### src/hdl/rlpws_pkg.sv
package rlpws_pkg;

  localparam int COLOR_BITS  = 8;
  localparam int COUNT_WIDTH = 16;
  localparam int CFG_WIDTH   = 16;
  localparam int PIX_BITS    = 3 * COLOR_BITS;
  localparam int LEFT_WIDTH  = $clog2(PIX_BITS + 1);
  localparam int QUEUE_DEPTH = 2;
  localparam int QPTR_WIDTH  = $clog2(QUEUE_DEPTH);
  localparam int QCNT_WIDTH  = $clog2(QUEUE_DEPTH + 1);

  localparam logic [31:0] CNT_MAX32 = 32'((64'd1 << COUNT_WIDTH) - 64'd1);
  localparam logic [COUNT_WIDTH-1:0] CNT_MAX = COUNT_WIDTH'(CNT_MAX32);

  localparam logic KIND_TICK  = 1'b0;
  localparam logic KIND_PIXEL = 1'b1;

  localparam logic [1:0] REG_LONG  = 2'd0;
  localparam logic [1:0] REG_SHORT = 2'd1;
  localparam logic [1:0] REG_LATCH = 2'd2;

  localparam logic [CFG_WIDTH-1:0] LONG_RESET  = CFG_WIDTH'(64);
  localparam logic [CFG_WIDTH-1:0] SHORT_RESET = CFG_WIDTH'(32);
  localparam logic [CFG_WIDTH-1:0] LATCH_RESET = CFG_WIDTH'(4000);

  typedef enum logic [1:0] {
    PH_IDLE  = 2'd0,
    PH_HIGH  = 2'd1,
    PH_LOW   = 2'd2,
    PH_LATCH = 2'd3
  } phase_t;

  typedef struct packed {
    logic                kind;
    logic [PIX_BITS-1:0] pixel;
    logic                last;
  } item_t;

  typedef struct packed {
    logic pin_level;
    logic ready_res;
    logic frame_done;
    logic dropped;
  } result_t;

  // zero acts as one, values beyond the counter clamp to its maximum
  function automatic logic [COUNT_WIDTH-1:0] eff_dur(input logic [CFG_WIDTH-1:0] d);
    logic [31:0] w;
    begin
      w = 32'(d);
      if (w == 32'd0) w = 32'd1;
      if (w > CNT_MAX32) w = CNT_MAX32;
      return COUNT_WIDTH'(w);
    end
  endfunction

endpackage

### src/hdl/rlpws_front.sv
module rlpws_front (
  input  logic                  clk,
  input  logic                  rst,
  input  logic                  in_valid,
  output logic                  in_ready,
  input  logic                  kind,
  input  logic [7:0]            green,
  input  logic [7:0]            red,
  input  logic [7:0]            blue,
  input  logic                  last_pixel,
  output logic                  push,
  output rlpws_pkg::item_t      push_item,
  input  logic                  push_ready
);
  import rlpws_pkg::*;

  logic  f_valid;
  item_t f_item;
  item_t dec_item;

  always_comb begin
    dec_item.kind  = kind;
    dec_item.pixel = (kind == KIND_PIXEL) ? {green, red, blue} : '0;
    dec_item.last  = (kind == KIND_PIXEL) ? last_pixel : 1'b0;
  end

  assign push      = f_valid;
  assign push_item = f_item;
  assign in_ready  = !f_valid || push_ready;

  always_ff @(posedge clk) begin
    if (rst) begin
      f_valid <= 1'b0;
    end else if (in_valid && in_ready) begin
      f_valid <= 1'b1;
    end else if (push_ready) begin
      f_valid <= 1'b0;
    end
  end

  always_ff @(posedge clk) begin
    if (in_valid && in_ready) begin
      f_item <= dec_item;
    end
  end

endmodule

### src/hdl/rlpws_queue.sv
module rlpws_queue (
  input  logic             clk,
  input  logic             rst,
  input  logic             push,
  input  rlpws_pkg::item_t push_item,
  output logic             push_ready,
  output logic             pop_valid,
  output rlpws_pkg::item_t pop_item,
  input  logic             pop
);
  import rlpws_pkg::*;

  item_t                 mem [QUEUE_DEPTH];
  logic [QPTR_WIDTH-1:0] wr_ptr;
  logic [QPTR_WIDTH-1:0] rd_ptr;
  logic [QCNT_WIDTH-1:0] count;
  logic                  do_push;
  logic                  do_pop;

  assign push_ready = (count != QCNT_WIDTH'(QUEUE_DEPTH));
  assign pop_valid  = (count != '0);
  assign pop_item   = mem[rd_ptr];
  assign do_push    = push && push_ready;
  assign do_pop     = pop && pop_valid;

  always_ff @(posedge clk) begin
    if (rst) begin
      wr_ptr <= '0;
      rd_ptr <= '0;
      count  <= '0;
    end else begin
      if (do_push) begin
        wr_ptr <= (wr_ptr == QPTR_WIDTH'(QUEUE_DEPTH - 1)) ? '0 : wr_ptr + 1'b1;
      end
      if (do_pop) begin
        rd_ptr <= (rd_ptr == QPTR_WIDTH'(QUEUE_DEPTH - 1)) ? '0 : rd_ptr + 1'b1;
      end
      if (do_push && !do_pop) begin
        count <= count + 1'b1;
      end else if (!do_push && do_pop) begin
        count <= count - 1'b1;
      end
    end
  end

  always_ff @(posedge clk) begin
    if (do_push) begin
      mem[wr_ptr] <= push_item;
    end
  end

  a_count_range: assert property (@(posedge clk) disable iff (rst)
    count <= QCNT_WIDTH'(QUEUE_DEPTH))
    else $error("queue count out of range");

  a_no_pop_empty: assert property (@(posedge clk) disable iff (rst)
    (count == '0) && !push |=> (count == '0))
    else $error("queue count moved without a push");

  a_push_counts: assert property (@(posedge clk) disable iff (rst)
    do_push && !do_pop |=> (count == $past(count) + 1'b1))
    else $error("push not counted");

endmodule

### src/hdl/rlpws_back.sv
module rlpws_back (
  input  logic             clk,
  input  logic             rst,
  input  logic             cfg_we,
  input  logic [1:0]       cfg_index,
  input  logic [15:0]      cfg_data,
  input  logic             q_valid,
  input  rlpws_pkg::item_t q_item,
  output logic             pop,
  output logic             out_valid,
  input  logic             out_ready,
  output rlpws_pkg::result_t out_res
);
  import rlpws_pkg::*;

  logic [CFG_WIDTH-1:0]   long_ticks;
  logic [CFG_WIDTH-1:0]   short_ticks;
  logic [CFG_WIDTH-1:0]   latch_ticks;

  logic [PIX_BITS-1:0]    shift_bits, shift_bits_next;
  logic [LEFT_WIDTH-1:0]  bits_left, bits_left_next;
  phase_t                 phase, phase_next;
  logic [COUNT_WIDTH-1:0] tick_count, tick_count_next;
  logic [PIX_BITS-1:0]    held_pixel, held_pixel_next;
  logic                   held_valid, held_valid_next;
  logic                   held_last, held_last_next;
  logic                   current_last, current_last_next;

  logic                   bit_now;
  logic [CFG_WIDTH-1:0]   dur_cfg;
  logic [COUNT_WIDTH-1:0] dur;
  logic [COUNT_WIDTH-1:0] cnt_inc;
  logic [COUNT_WIDTH-1:0] cnt_after;
  logic                   reached;
  logic [LEFT_WIDTH-1:0]  left_dec;
  logic                   take;
  logic                   done;
  logic                   drop;
  result_t                res;

  assign pop     = q_valid && (!out_valid || out_ready);
  assign bit_now = shift_bits[PIX_BITS-1];

  always_comb begin
    case (phase)
      PH_HIGH:  dur_cfg = bit_now ? long_ticks : short_ticks;
      PH_LOW:   dur_cfg = bit_now ? short_ticks : long_ticks;
      PH_LATCH: dur_cfg = latch_ticks;
      default:  dur_cfg = long_ticks;
    endcase
  end

  assign dur       = eff_dur(dur_cfg);
  assign cnt_inc   = (tick_count == CNT_MAX) ? tick_count : tick_count + 1'b1;
  assign reached   = (cnt_inc >= dur);
  assign cnt_after = reached ? '0 : cnt_inc;
  assign left_dec  = (bits_left != '0) ? bits_left - 1'b1 : '0;

  always_comb begin
    shift_bits_next   = shift_bits;
    bits_left_next    = bits_left;
    phase_next        = phase;
    tick_count_next   = tick_count;
    held_pixel_next   = held_pixel;
    held_valid_next   = held_valid;
    held_last_next    = held_last;
    current_last_next = current_last;
    take              = 1'b0;
    done              = 1'b0;
    drop              = 1'b0;
    if (pop) begin
      if (q_item.kind == KIND_TICK) begin
        case (phase)
          PH_HIGH: begin
            tick_count_next = cnt_after;
            if (reached) phase_next = PH_LOW;
          end
          PH_LOW: begin
            tick_count_next = cnt_after;
            if (reached) begin
              shift_bits_next = {shift_bits[PIX_BITS-2:0], 1'b0};
              bits_left_next  = left_dec;
              if (left_dec != '0) begin
                phase_next = PH_HIGH;
              end else if (current_last) begin
                current_last_next = 1'b0;
                if (latch_ticks == '0) begin
                  done       = 1'b1;
                  phase_next = PH_IDLE;
                  take       = 1'b1;
                end else begin
                  phase_next = PH_LATCH;
                end
              end else begin
                phase_next = PH_IDLE;
                take       = 1'b1;
              end
            end
          end
          PH_LATCH: begin
            tick_count_next = cnt_after;
            if (reached) begin
              done       = 1'b1;
              phase_next = PH_IDLE;
              take       = 1'b1;
            end
          end
          default: ;
        endcase
      end else if (held_valid) begin
        drop = 1'b1;
      end else begin
        held_pixel_next = q_item.pixel;
        held_last_next  = q_item.last;
        held_valid_next = 1'b1;
        if (phase == PH_IDLE) take = 1'b1;
      end
      // held pixel moves into the shifter and its first high phase starts
      if (take && held_valid_next) begin
        shift_bits_next   = held_pixel_next;
        current_last_next = held_last_next;
        held_valid_next   = 1'b0;
        bits_left_next    = LEFT_WIDTH'(PIX_BITS);
        phase_next        = PH_HIGH;
        tick_count_next   = '0;
      end
    end
    res.pin_level  = (phase_next == PH_HIGH);
    res.ready_res  = !held_valid_next;
    res.frame_done = done;
    res.dropped    = drop;
  end

  always_ff @(posedge clk) begin
    if (rst) begin
      long_ticks  <= LONG_RESET;
      short_ticks <= SHORT_RESET;
      latch_ticks <= LATCH_RESET;
    end else if (cfg_we) begin
      case (cfg_index)
        REG_LONG:  long_ticks  <= cfg_data;
        REG_SHORT: short_ticks <= cfg_data;
        REG_LATCH: latch_ticks <= cfg_data;
        default: ;
      endcase
    end
  end

  always_ff @(posedge clk) begin
    if (rst) begin
      shift_bits   <= '0;
      bits_left    <= '0;
      phase        <= PH_IDLE;
      tick_count   <= '0;
      held_valid   <= 1'b0;
      held_last    <= 1'b0;
      current_last <= 1'b0;
      out_valid    <= 1'b0;
    end else begin
      shift_bits   <= shift_bits_next;
      bits_left    <= bits_left_next;
      phase        <= phase_next;
      tick_count   <= tick_count_next;
      held_valid   <= held_valid_next;
      held_last    <= held_last_next;
      current_last <= current_last_next;
      if (pop) begin
        out_valid <= 1'b1;
      end else if (out_ready) begin
        out_valid <= 1'b0;
      end
    end
  end

  always_ff @(posedge clk) begin
    held_pixel <= held_pixel_next;
    if (pop) begin
      out_res <= res;
    end
  end

  a_idle_empty: assert property (@(posedge clk) disable iff (rst)
    (phase == PH_IDLE) |-> (!held_valid && (tick_count == '0)))
    else $error("idle shifter with a held pixel or running count");

  a_no_bits_left: assert property (@(posedge clk) disable iff (rst)
    (phase == PH_IDLE || phase == PH_LATCH) |-> (bits_left == '0))
    else $error("bits left outside a pixel");

  a_done_not_drop: assert property (@(posedge clk) disable iff (rst)
    out_valid |-> !(out_res.frame_done && out_res.dropped))
    else $error("result both frame end and drop");

endmodule

### src/hdl/rgb_led_pulse_width_serializer_unit.sv
// One-wire RGB LED serializer. Each item is either a timer tick (kind 0) or a pixel
// (kind 1); each gives exactly one result carrying the data line level after it,
// holding-buffer status, an end-of-latch flag and a drop flag. Pixels go out green,
// red, blue, MSB first: a one is long_ticks high then short_ticks low, a zero is
// short_ticks high then long_ticks low; after a last pixel the line stays low for
// latch_ticks. One item is taken every clock unless the output stalls; an accepted
// item passes through the input register and the two-entry queue, and its result is
// presented from the result register; items wait in the queue while the output stalls.
// The per-item update is one counter increment and compare plus a shift, done
// combinationally in the back end. Registers (long, short, latch ticks at indexes
// 0, 1, 2) reset to 64, 32, 4000; the user must write them only while no item is in
// flight, which the block itself does not enforce.
module rgb_led_pulse_width_serializer_unit (
  input  logic        clk,
  input  logic        rst,
  input  logic        cfg_we,
  input  logic [1:0]  cfg_index,
  input  logic [15:0] cfg_data,
  input  logic        in_valid,
  output logic        in_ready,
  input  logic        kind,
  input  logic [7:0]  green,
  input  logic [7:0]  red,
  input  logic [7:0]  blue,
  input  logic        last_pixel,
  output logic        out_valid,
  input  logic        out_ready,
  output logic        pin_level,
  output logic        ready_res,
  output logic        frame_done,
  output logic        dropped
);
  import rlpws_pkg::*;

  logic    push;
  item_t   push_item;
  logic    push_ready;
  logic    q_valid;
  item_t   q_item;
  logic    pop;
  result_t out_res;

  rlpws_front u_front (
    .clk        (clk),
    .rst        (rst),
    .in_valid   (in_valid),
    .in_ready   (in_ready),
    .kind       (kind),
    .green      (green),
    .red        (red),
    .blue       (blue),
    .last_pixel (last_pixel),
    .push       (push),
    .push_item  (push_item),
    .push_ready (push_ready)
  );

  rlpws_queue u_queue (
    .clk        (clk),
    .rst        (rst),
    .push       (push),
    .push_item  (push_item),
    .push_ready (push_ready),
    .pop_valid  (q_valid),
    .pop_item   (q_item),
    .pop        (pop)
  );

  rlpws_back u_back (
    .clk       (clk),
    .rst       (rst),
    .cfg_we    (cfg_we),
    .cfg_index (cfg_index),
    .cfg_data  (cfg_data),
    .q_valid   (q_valid),
    .q_item    (q_item),
    .pop       (pop),
    .out_valid (out_valid),
    .out_ready (out_ready),
    .out_res   (out_res)
  );

  assign pin_level  = out_res.pin_level;
  assign ready_res  = out_res.ready_res;
  assign frame_done = out_res.frame_done;
  assign dropped    = out_res.dropped;

endmodule

### config.mk
export PLATFORM = sky130hd
export DESIGN_NAME = rgb_led_pulse_width_serializer_unit
export DESIGN_NICKNAME = d
export VERILOG_FILES = /design/src/hdl/rlpws_pkg.sv /design/src/hdl/rlpws_front.sv /design/src/hdl/rlpws_queue.sv /design/src/hdl/rlpws_back.sv /design/src/hdl/rgb_led_pulse_width_serializer_unit.sv
export SDC_FILE = /design/constraint.sdc
export NUM_CORES = 1
export LEC_CHECK = 0
export ABC_AREA = 1
export ABC_CLOCK_PERIOD_IN_PS = 4200
export BUFFER_PORTS_ARGS = -buffer_cell sky130_fd_sc_hd__buf_2
export CORE_AREA = 4 4 142 144
export DETAILED_ROUTE_END_ITERATION = 12
export DIE_AREA = 0 0 146 148
export PLACE_DENSITY_LB_ADDON = 0.3
export SLEW_MARGIN = 0
export SYNTH_ARGS = -nofsm -noshare
export SYNTH_HDL_FRONTEND = slang
export SYNTH_SLANG_ARGS = --single-unit
### constraint.sdc
create_clock -name clk -period 4.2 [get_ports clk]
set_input_delay 1.05 -clock clk [delete_from_list [all_inputs] [get_ports clk]]
set_output_delay 1.05 -clock clk [all_outputs]
set_load 0.005 [all_outputs]
==> flow_summary.json <==
{
  "cts_hold_buffers": 0,
  "cts_resized": 0,
  "comb_power_share": 0.391,
  "fmax_mhz": 262.9,
  "hpwl_mm": 13.17,
  "p_int_mw": 4.846,
  "cts_buffers": 23,
  "vias": 7368,
  "end_kind": "flop",
  "core-area_mm2": 0.01871,
  "portBuffers": 54,
  "holdPathStages": 0,
  "met3_usage": 0.03219,
  "clock-sinks": 211,
  "tns_ps": 0,
  "setup_violations": 0,
  "relSlewSlack": 0.3066,
  "power_density_mw_per_mm2": 735.8,
  "cp_data_required_time_ps": 4610,
  "min_path_type": "reg2reg",
  "async_reset_ff_frac": 0,
  "rows": 50,
  "clk-insertion-delay-late_ps": 520,
  "wl_per_cell_um": 13.90,
  "gr-usage-met2": 0.2829,
  "finClkSkew_ps": 14.57,
  "cts_tree": "done",
  "maxSlewViolCount": 0,
  "rsz0062_at_grt": "no",
  "synth.largest_area_cell": "edfxtp_1",
  "ys_ff_latch": 211,
  "drv_cap": 0,
  "p_clk_frac": 0.235,
  "p_seq_frac": 0.374,
  "postCtsSetupBuffers": 0,
  "htreeDepth": 1,
  "r2r_cells": 23,
  "die_w_um": 146,
  "antenna_found_initial": 0,
  "ys_seq_area_frac": 0.5467,
  "die_h_um": 148,
  "fin_cells": 1438,
  "gr-max-usage-layer": "met2",
  "critPathMaxFanout": 52,
  "drt_wl_total_mm": 19.99,
  "grtUsageMet1": 0.2764,
  "synthTopCellsByCount": "223 x nand2_1, 196 x nor2_1, 134 x inv_1, 132 x o21ai_0, 106 x edfxtp_1",
  "area_delta_synth_final_pct": 12.51,
  "dp_cells": 1397,
  "boundaryPins": 55,
  "yosys_warnings": 0,
  "netlist_area_mm2": 0.009668,
  "ant_nets": 0,
  "gr-total-overflow": 0,
  "drive_gt1_frac": 0.1254,
  "fin_nets": 1256,
  "synthFlopType": "edfxtp_1",
  "synthDistinctLibCells": 43,
  "syn-num-nets": 1210,
  "drt-vias-per-instance": 5.124,
  "worst_slew_pin_slew_ps": 1039,
  "status": "completed",
  "diodes": 0,
  "syn_area_per_cell_um2": 8.466,
  "reg2reg_from": "u_back.tick_count[0]$_SDFFE_PP0P_",
  "synth-edff-count": 106,
  "synth_top_area_share": 0.3292,
  "r2r_slack_ps": 400,
  "peakVddDrop_mv": 0.4686,
  "drcViolationCount": 0,
  "start_util": 0.5169,
  "drt_iter0_markers": 584,
  "hp-start": "u_front.push_item[8]$_SDFFCE_PN0P_",
  "hold_violations": 0,
  "cp-start-kind": "flop",
  "dr.pass1.iters": 5,
  "grt_pass1_wl_mm": 33.45,
  "root_buffer": "clkbuf_16",
  "grt_pass1_vias": 6850,
  "clockBufferDepth": 3,
  "synthCells": 1142,
  "regToRegEndpoint": "u_back.shift_bits[3]$_SDFFE_PP0P_",
  "dieArea_mm2": 0.02161,
  "critical_path_class": "reg2reg",
  "synth.most_common_cell": "nand2_1",
  "synth_area_leaders": "edfxtp_1 33%, dfxtp_1 22%, nand2_1 8.7%",
  "min_to": "u_queue.mem[0][8]$_DFFE_PP_",
  "place_congestion": 0.9071,
  "period_share": 0.9058,
  "grt_max_degree": 55,
  "finalCriticalPeriod_ps": 3804,
  "crit_arrival_ps": 4220,
  "switchingPower_mw": 3.158,
  "p_leak_nw": 4.803,
  "clk_pin_slew_ps": 60,
  "swShare": 0.3945,
  "grt_use_total": 0.1851
}
## cell usage in the layout, fill, tap and decap left out, types with 11 or more instances in the layout
master       n
clkbuf_16   24
inv_1      133
nand3_1     24
buf_2       54
a21oi_1     49
ha_1        19
edfxtp_1   106
o21ai_1     11
nand2_2     23
dfxtp_1    104
nor2_1     193
nand2_1    223
o21ai_0    132
buf_4       13
## logic make-up (layout without fill, tap and decap cells)
logic type | Yosys count | count (layout) | share of synthesized area
adder cells (fa/ha/maj) | 19 | 19 | 0.02459
AO/OA/AOI/OAI | 222 | 222 | 0.1259
XOR/XNOR | 9 | 9 | 0.008154
AND/OR/NAND/NOR | 494 | 494 | 0.2138
buffers and inverters | 184 | 246 | 0.07765
flip-flops | 211 | 211 | 0.5467
multiplexers | 3 | 3 | 0.003235
## sequential cells by signal, summed over array words and instances, names as in the netlist, 16 cells and up, named ones only
register            cells
u_back.held_pixel      24
u_back.latch_ticks     16
u_back.long_ticks      16
u_back.shift_bits      24
u_back.short_ticks     16
u_back.tick_count      16
u_front.push_item      26
u_queue.mem            52
## worst max-delay path, cell delays in order (launching register included)
cell and delay (ps):
dfxtp_1 390, ha_1 260, nand2_1 100, nor2_1 210
nand4_2 130, buf_4 190, nand4_1 80, xor2_1 370
ha_1 320, nand2_1 70, nor2_1 50, and2_1 130
nor2_1 80, nand2_1 50, nand2_1 70, nand2_2 140
nand4_4 140, nand2_2 100, nand2_4 150, nand2_8 90
nand2_8 290, nand2_1 120, nand2_1 80, nor2_1 40
## power groups by stage
stage / Clock, mW / Sequential (mW) / Combinational (mW)
2_1_floorplan: 0 / 2.96 / 2.46
3_3_place_gp: 0 / 3.01 / 3.01
3_5_place_dp: 0 / 3.02 / 3.06
4_1_cts: 1.92 / 2.99 / 3.09
5_1_grt: 2.01 / 3.05 / 3.58
6_report: 1.88 / 2.99 / 3.13
## per-stage QoR
step	hold slack (ps)	total power [mW]	worst slack, ps	utilization	instance area (µm²)
2_1_floorplan	421.5	5.416	978.1	-	9668
3_3_place_gp	422.9	6.018	476.4	0.5419	10140
3_5_place_dp	429.0	6.081	332.4	0.5419	10140
4_1_cts	439.3	7.998	286.3	0.5802	10850
5_1_grt	439.9	8.634	11.98	0.5815	10880
6_report	439.1	8.003	395.7	0.5815	10880
## area by class of cell
cell class / instances / area [µm²]
multi-input cells: 747 / 3672
repair buffers: 69 / 399.1
clock buffers: 31 / 648.1
clock inverters: 10 / 68.82
fillers: 1619 / 7828
inverters: 136 / 510.5
well taps: 234 / 292.8
flip-flops and latches: 211 / 5286
## layer usage
layer	vias up	share of wire
met5	-	0
met1	3324	0.49
li1	3811	-
met2	209	0.43
met4	0	0.015
met3	24	0.062
## how the worst max path moves through the flow
| stage | endpoint | slack, ps | start |
|---|---|---|---|
| floorplan | u_back.out_res[3]$_DFFE_PP_ | 980 | u_back.phase[1]$_SDFF_PP0_ |
| global placement | u_back.tick_count[14]$_SDFFE_PP0P_ | 480 | u_back.phase[0]$_SDFF_PP0_ |
| detailed placement | u_back.tick_count[12]$_SDFFE_PP0P_ | 330 | u_back.phase[0]$_SDFF_PP0_ |
| CTS | u_back.tick_count[6]$_SDFFE_PP0P_ | 290 | u_back.phase[0]$_SDFF_PP0_ |
| global route | u_back.shift_bits[23]$_SDFFE_PP0P_ | 10 | u_back.tick_count[0]$_SDFFE_PP0P_ |
| finish | u_back.shift_bits[3]$_SDFFE_PP0P_ | 400 | u_back.tick_count[0]$_SDFFE_PP0P_ |
No activity file was read; power rests on OpenSTA's default activity.
